--- config.mk ---
export PLATFORM = sky130hd
export DESIGN_NAME = protobuf_wire_validator_unit
export DESIGN_NICKNAME = d
export VERILOG_FILES = /design/src/pwv_pkg.sv /design/src/protobuf_wire_validator_unit.sv
export SDC_FILE = /design/constraint.sdc
export NUM_CORES = 1
export LEC_CHECK = 0
export ABC_CLOCK_PERIOD_IN_PS = 8700
export BUFFER_PORTS_ARGS = -buffer_cell sky130_fd_sc_hd__buf_4
export CORE_UTILIZATION = 60
export DETAILED_ROUTE_END_ITERATION = 12
export PLACE_DENSITY = 0.89
export SYNTH_ARGS = -nofsm -noshare
export SYNTH_HDL_FRONTEND = slang
export SYNTH_SLANG_ARGS = --single-unit
--- constraint.sdc ---
create_clock -name clk -period 8.7 [get_ports clk]
set_input_delay 1.74 -clock clk [delete_from_list [all_inputs] [get_ports clk]]
set_output_delay 1.74 -clock clk [all_outputs]
set_load 0.02 [all_outputs]
--- src/pwv_pkg.sv ---
// pwv_pkg: shared types and constants for the protobuf wire validator
// parse phases, error codes, wire type codes and field widths
// no dependencies
`timescale 1ns / 1ps
`default_nettype none

package pwv_pkg;

	localparam int LENGTH_BITS_DEF = 16;
	localparam int DATA_W          = 8;
	localparam int ERR_W           = 3;
	localparam int IDX_W           = 4;

	// last byte position of a ten byte varint
	localparam logic [IDX_W-1:0] VARINT_LAST_IDX = 4'd9;
	// tag bytes that still carry field number bits
	localparam logic [IDX_W-1:0] TAG_NZ_LAST_IDX = 4'd4;

	localparam int FIXED64_BYTES = 8;
	localparam int FIXED32_BYTES = 4;

	localparam logic [2:0] WIRE_VARINT  = 3'd0;
	localparam logic [2:0] WIRE_FIXED64 = 3'd1;
	localparam logic [2:0] WIRE_LEN     = 3'd2;
	localparam logic [2:0] WIRE_FIXED32 = 3'd5;

	typedef enum logic [2:0] {
		PH_TAG     = 3'd0,
		PH_VARVAL  = 3'd1,
		PH_FIXED   = 3'd2,
		PH_LENPFX  = 3'd3,
		PH_PAYLOAD = 3'd4
	} phase_t;

	typedef enum logic [ERR_W-1:0] {
		ERR_NONE     = 3'd0,
		ERR_VARINT   = 3'd1,
		ERR_FIELD0   = 3'd2,
		ERR_WIRETYPE = 3'd3,
		ERR_TRUNC    = 3'd4
	} err_t;

endpackage

`default_nettype wire

--- src/protobuf_wire_validator_unit.sv ---
// protobuf wire format validator, top level
// single pass parser: input register, parse logic, verdict register
// depends on pwv_pkg
`timescale 1ns / 1ps
`default_nettype none

// usage
// input channel: one message byte per transaction (data_byte), last_byte
//   high on the final byte of a message; in_valid / in_stall handshake
// output channel: one verdict transaction per message (well_formed,
//   error_kind); out_valid / out_stall handshake
// throughput: one byte per cycle while in_stall is low, set by the single pass
//   parse logic between the input register and the verdict register
// verdict path: the final byte goes through the input register, then the verdict register
// stall: while the verdict register is held by out_stall, non-final bytes
//   keep flowing in; a final byte waits in the input register and raises
//   in_stall until the held verdict is taken
// reset: arst_n clears the parser to expect a tag with no error latched
//   and empties both registers; after each verdict the parser clears itself
// LENGTH_BITS sets the length counter; longer length prefixes saturate and
//   report truncation

module protobuf_wire_validator_unit #(
	parameter int LENGTH_BITS = pwv_pkg::LENGTH_BITS_DEF
) (
	input  logic                       clk,
	input  logic                       arst_n,
	input  logic                       in_valid,
	output logic                       in_stall,
	input  logic [pwv_pkg::DATA_W-1:0] data_byte,
	input  logic                       last_byte,
	output logic                       out_valid,
	input  logic                       out_stall,
	output logic                       well_formed,
	output logic [pwv_pkg::ERR_W-1:0]  error_kind
);
	import pwv_pkg::*;

	localparam int SUM_W = LENGTH_BITS + 7;
	localparam logic [LENGTH_BITS:0] ACC_SAT = {1'b1, {LENGTH_BITS{1'b0}}};

	logic                   s1_v_q;
	logic [DATA_W-1:0]      byte_s1;
	logic                   last_s1;
	logic                   proc;
	logic                   in_take;

	phase_t                 ph_q, ph_n;
	logic [IDX_W-1:0]       k_q, k_n;
	logic                   nz_q, nz_n;
	logic [LENGTH_BITS:0]   acc_q, acc_n;
	logic [LENGTH_BITS-1:0] skip_q, skip_n;
	err_t                   err_q, err_n;
	err_t                   verdict;

	logic                   out_v_q;
	logic                   wf_q;
	logic [ERR_W-1:0]       ek_q;

	logic [6:0]             lo7;
	logic                   cont;
	logic                   v_bad;
	logic                   v_done;
	logic [IDX_W-1:0]       k_step;
	logic                   nz_tag;
	logic [2:0]             wt;
	logic [6:0]             shift;
	logic [SUM_W-1:0]       sum;
	logic [LENGTH_BITS:0]   acc_add;
	logic [LENGTH_BITS-1:0] skip_dec;

	// handshake
	assign proc     = s1_v_q && (!last_s1 || !out_v_q || !out_stall);
	assign in_stall = s1_v_q && !proc;
	assign in_take  = in_valid && !in_stall;

	assign out_valid   = out_v_q;
	assign well_formed = wf_q;
	assign error_kind  = ek_q;

	// varint byte check
	assign lo7    = byte_s1[6:0];
	assign cont   = byte_s1[7];
	assign v_bad  = ((k_q == VARINT_LAST_IDX) && (lo7 > 7'd1)) ||
			(cont && (k_q >= VARINT_LAST_IDX));
	assign v_done = !v_bad && !cont;
	assign k_step = v_done ? '0 : (v_bad ? k_q : k_q + IDX_W'(1));

	// tag field number and wire type
	assign nz_tag = nz_q | ((k_q == '0) ? (|byte_s1[6:3]) :
			((k_q <= TAG_NZ_LAST_IDX) && (|lo7)));
	assign wt     = (k_q == '0) ? byte_s1[2:0] : acc_q[2:0];

	// length prefix accumulation, saturating
	assign shift = 7'(k_q) * 7'd7;
	assign sum   = SUM_W'(acc_q) + (SUM_W'(lo7) << shift[5:0]);

	always_comb begin
		if (lo7 == '0) begin
			acc_add = acc_q;
		end else if (shift >= 7'(LENGTH_BITS) || (|sum[SUM_W-1:LENGTH_BITS])) begin
			acc_add = ACC_SAT;
		end else begin
			acc_add = sum[LENGTH_BITS:0];
		end
	end

	assign skip_dec = (skip_q != '0) ? skip_q - LENGTH_BITS'(1) : skip_q;

	always_comb begin
		ph_n   = ph_q;
		k_n    = k_q;
		nz_n   = nz_q;
		acc_n  = acc_q;
		skip_n = skip_q;
		err_n  = err_q;
		if (err_q == ERR_NONE) begin
			unique case (ph_q) inside
				PH_TAG: begin
					nz_n  = nz_tag;
					acc_n = (k_q == '0) ? (LENGTH_BITS + 1)'(byte_s1[2:0]) : acc_q;
					k_n   = k_step;
					if (v_bad) begin
						err_n = ERR_VARINT;
					end else if (v_done) begin
						acc_n = '0;
						if (!nz_tag) begin
							err_n = ERR_FIELD0;
						end else begin
							nz_n = 1'b0;
							unique case (wt)
								WIRE_VARINT: begin
									ph_n = PH_VARVAL;
								end
								WIRE_FIXED64: begin
									skip_n = LENGTH_BITS'(FIXED64_BYTES);
									ph_n   = PH_FIXED;
								end
								WIRE_FIXED32: begin
									skip_n = LENGTH_BITS'(FIXED32_BYTES);
									ph_n   = PH_FIXED;
								end
								WIRE_LEN: begin
									ph_n = PH_LENPFX;
								end
								default: begin
									err_n = ERR_WIRETYPE;
								end
							endcase
						end
					end
				end
				PH_VARVAL: begin
					k_n = k_step;
					if (v_bad) begin
						err_n = ERR_VARINT;
					end else if (v_done) begin
						ph_n = PH_TAG;
					end
				end
				PH_LENPFX: begin
					k_n = k_step;
					if (v_bad) begin
						err_n = ERR_VARINT;
					end else begin
						acc_n = acc_add;
						if (v_done) begin
							if (acc_add[LENGTH_BITS]) begin
								err_n = ERR_TRUNC;
							end else if (acc_add == '0) begin
								ph_n = PH_TAG;
							end else begin
								skip_n = acc_add[LENGTH_BITS-1:0];
								ph_n   = PH_PAYLOAD;
							end
							acc_n = '0;
						end
					end
				end
				PH_FIXED, PH_PAYLOAD: begin
					skip_n = skip_dec;
					if (skip_dec == '0) begin
						ph_n = PH_TAG;
					end
				end
				default: begin
					ph_n = PH_TAG;
				end
			endcase
		end

		if (err_n == ERR_NONE && (ph_n != PH_TAG || k_n != '0)) begin
			verdict = ERR_TRUNC;
		end else begin
			verdict = err_n;
		end

		// message end clears the parser
		if (last_s1) begin
			ph_n   = PH_TAG;
			k_n    = '0;
			nz_n   = 1'b0;
			acc_n  = '0;
			skip_n = '0;
			err_n  = ERR_NONE;
		end
	end

	// input register
	always_ff @(posedge clk or negedge arst_n) begin
		if (!arst_n) begin
			s1_v_q <= 1'b0;
		end else if (in_take) begin
			s1_v_q <= 1'b1;
		end else if (proc) begin
			s1_v_q <= 1'b0;
		end
	end

	always_ff @(posedge clk) begin
		if (in_take) begin
			byte_s1 <= data_byte;
			last_s1 <= last_byte;
		end
	end

	// parser state
	always_ff @(posedge clk or negedge arst_n) begin
		if (!arst_n) begin
			ph_q   <= PH_TAG;
			k_q    <= '0;
			nz_q   <= 1'b0;
			acc_q  <= '0;
			skip_q <= '0;
			err_q  <= ERR_NONE;
		end else if (proc) begin
			ph_q   <= ph_n;
			k_q    <= k_n;
			nz_q   <= nz_n;
			acc_q  <= acc_n;
			skip_q <= skip_n;
			err_q  <= err_n;
		end
	end

	// verdict register
	always_ff @(posedge clk or negedge arst_n) begin
		if (!arst_n) begin
			out_v_q <= 1'b0;
		end else if (proc && last_s1) begin
			out_v_q <= 1'b1;
		end else if (!out_stall) begin
			out_v_q <= 1'b0;
		end
	end

	always_ff @(posedge clk) begin
		if (proc && last_s1) begin
			wf_q <= (verdict == ERR_NONE);
			ek_q <= verdict;
		end
	end

endmodule

`default_nettype wire

==> impl_metrics.tcl <==
set metrics [dict create \
    drt-vias-per-instance 7.14 \
    portBuffers 18 \
    async_flop_share_pct 78.0 \
    cp_top_family "compound AO/OA/AOI/OAI gates" \
    rows 35 \
    ys_ff_latch 59 \
    dpl_worst_slack_ns 1.38 \
    layout.nets 738 \
    setup-tns-final_ns 0 \
    synth_cells 696 \
    pwr_density_cell_nw_per_um2 320 \
    routedWlPerCell_um 20.4 \
    cts_root_buf "clkbuf_8" \
    track_usage_pct 33.8 \
    ys_seq_area_share_pct 26.1 \
    dp_hpwl_mm 12.6 \
    synth_area_leaders "dfrtp_1 (19%), edfxtp_1 (6.6%), ha_1 (6.4%), a21oi_1 (4.2%), nand2_1 (3.9%)" \
    leakage_nw 2.64 \
    grt_pass1_wl_mm 27.1 \
    antenna_cells 0 \
    tightest_slew_ns 1.00 \
    r2r_slack_ns 1.13 \
    grt_pass1_vias 5540 \
    io_pins 19 \
    syn2layout_area_growth_pct 5.97 \
    final_area_um2 6260 \
    cp.required_ns 8.91 \
    min_to "nz_q" \
    vdd_drop_max_mv 0.182 \
    power_mw 2.00 \
    r2r_end "skip_q[8]" \
    cts_max_level 3 \
    critPathArrivalTime_ns 7.78 \
    cts_tree "built" \
    vias 5880 \
    ant_nets 0 \
    rr_worst_depth 22 \
    timing.final.ws_setup_ns 1.13 \
    worstPathCellList "inv_1 -> fa_1 -> inv_1 -> ha_1 -> inv_1 -> fa_1 -> xnor2_1 -> o21ai_1 -> inv_1 -> nand2_1 -> nor4_1 -> ha_1 -> a21o_1 -> nand4_1 -> a211oi_1 -> o31ai_1 -> a211oi_1 -> nand4_1 -> a2111oi_0 -> o211a_1 -> or3_1 -> o21ai_1" \
    clk_pin_slew_worst_paths_ns 0.07 \
    synth_top_area_share_pct 19.5 \
    stdcell_count 824 \
    ys_types 84 \
    initial_core_util_pct 63.0 \
    drv_cap 0 \
    slew_violations 0 \
    grt_max_degree 47 \
    synthFlopType "dfrtp_1" \
    status "complete, no violations" \
    coreArea_um2 9370 \
    clock_path_buffers 2 \
    clock-sinks 59 \
    crit_slowest_cell "dfrtp_1" \
    drc_errors 0 \
    worstPathMaxFanout 20 \
    rsz0062_at_grt "false" \
    drt-total-wl_mm 16.8 \
    setup_violations 0 \
    syn_area_um2 5910 \
    worstSetupPathType "flip-flop to flip-flop" \
    synth_area_leader_cell "dfrtp_1" \
    firstDrtPassIters 6 \
    dieArea_um2 10200 \
    start_kind "flip-flop" \
    r2r_start "k_q[0]" \
    overflow 0 \
    dieHeight_um 101 \
    die_w_um 101 \
    min_path_type "flip-flop to flip-flop" \
    max_freq_mhz 132 \
    cp_common_cell "inv_1" \
    min_from "nz_q" \
    yosys_warnings 0 \
    cts_hold_buf 0 \
    critPathMaxStageDelay_ns 0.75 \
    max_slew_margin_pct 32.7 \
    synth-edff-count 13 \
    fin_skew_ns 0.0151 \
    cp-end-kind "flip-flop" \
    dpl.cell_count 808 \
    min_period_over_period_pct 87.1 \
    cts_resized 0 \
    antenna_found_initial 0 \
    layout_min_cycle_time_ns 7.57 \
    drive_gt1_share_pct 8.92 \
    worst-path-buf-inv 4 \
    hold_viol_final 0 \
    insertion_delay_ns 0.35 \
    gp_congestion 1.02 \
    cts_setup_buffers 0 \
    synth_area_per_cell_um2 8.49 \
    numCtsBuffers 9 \
    worstHoldPathCells 2 \
    syn-num-nets 744 \
    drt-initial-drc-count 467 \
    dpl-instance-area_um2 6050 \
]
## kinds of logic (layout without fill, tap and decap cells)
group	count (synthesis)	after routing	share of synthesized area, %
simple gates	253	253	23.3
compound gates	240	240	29.6
flops	59	59	26.1
buf+inv	59	58	4.32
fa+ha+maj	35	35	8.05
mux	26	26	5.04
xor+xnor	24	24	3.56
## how the worst max path moves through the flow
stage,startpoint,to,cells after the start
global placement,k_q[0],skip_q[10],22
global route,k_q[0],skip_q[13],22
detailed placement,k_q[0],skip_q[12],22
floorplan,k_q[0],skip_q[12],24
CTS,k_q[0],skip_q[12],22
finish,k_q[0],skip_q[8],22
## synth_stat cells, types with 11 or more instances
cell and number:
nand2b_1 17, ha_1 30, dfrtp_1 46, nand2_1 61
clkbuf_1 25, or3_1 11, mux2i_1 14, nor4_1 15
a21oi_1 49, inv_1 21, xnor2_1 14, edfxtp_1 13
a21o_1 11, nor2_1 49, nand4_1 11, o21ai_0 36
nand3_1 11, o31ai_1 18, nor3_1 28, o21ai_1 11
## sequential cells by signal, summed over array words and instances (netlist names)
signal,count
acc_q,17
skip_q,16
byte_s1,8
k_q,4
err_q,3
error_kind,3
ph_q,3
last_s1,1
nz_q,1
out_valid,1
s1_v_q,1
well_formed,1
## layout make-up
| type | instances | area (um2) |
|---|---|---|
| repair buffers | 21 | 158 |
| well taps | 129 | 161 |
| multi-input cells | 578 | 4110 |
| clock buffers | 11 | 131 |
| clock inverters | 5 | 78.8 |
| inverters | 21 | 78.8 |
| flip-flops and latches | 59 | 1540 |
| fillers | 762 | 3110 |
## worst reg2reg max path, stage by stage (launching register included)
cell,delay (ns)
dfrtp_1,0.75
inv_1,0.26
fa_1,0.52
inv_1,0.06
ha_1,0.21
inv_1,0.07
fa_1,0.44
xnor2_1,0.39
o21ai_1,0.34
inv_1,0.14
nand2_1,0.15
nor4_1,0.56
ha_1,0.26
a21o_1,0.11
nand4_1,0.19
a211oi_1,0.50
o31ai_1,0.18
a211oi_1,0.50
nand4_1,0.15
a2111oi_0,0.60
o211a_1,0.55
or3_1,0.40
o21ai_1,0.13
## metal layers
| layer | share of wire, % | track usage (%) |
|---|---|---|
| met1 | 41 | 42.3 |
| met3 | 7.8 | 6.14 |
| met2 | 48 | 57.8 |
| met5 | 0 | 0 |
| met4 | 3.8 | 13.8 |
## through the flow
stage               util (%)  hold slack [ns]
finish                  66.8            0.496
global route            66.8            0.507
CTS                     66.8            0.494
detailed placement      64.6            0.479
global placement        64.6            0.469
floorplan                  -            0.449
## layout by cell type, fill, tap and decap left out, types with 5 or more instances in the layout
master     synthesis  routed
a22oi_1            7       7
a31oi_1            8       8
o22ai_1            5       5
dfrtp_1           46      46
nand2b_1          17      17
nand3b_1           5       5
clkbuf_8           0       9
o21ai_0           36      36
and3_1             5       5
o21a_1             7       7
fa_1               5       5
nand2_1           61      61
xnor2_1           14      14
nor3_1            28      28
xor2_1            10      10
buf_4              2      21
a211oi_1           7       7
edfxtp_1          13      13
a21oi_1           49      49
nand3_1           11      11
o31ai_1           18      18
o21ai_1           11      11
a21o_1            11      11
nor4_1            15      15
ha_1              30      30
a22o_1            10      10
and2_1             9       9
nand4_1           11      11
or3_1             11      11
mux2i_1           14      14
mux2_1             6       6
o2bb2ai_1          6       6
inv_1             21      21
nor2_1            49      49
nor2b_1            8       8
a221oi_1           5       5
a32o_1             5       5
## where the power goes
part | switching [mW] | internal (mW) | total, mW
logic | 0.820 | 0.483 | 1.30
registers | 0.0876 | 0.338 | 0.425
clock network | 0.112 | 0.161 | 0.273
(Power assumes the default switching activity.)
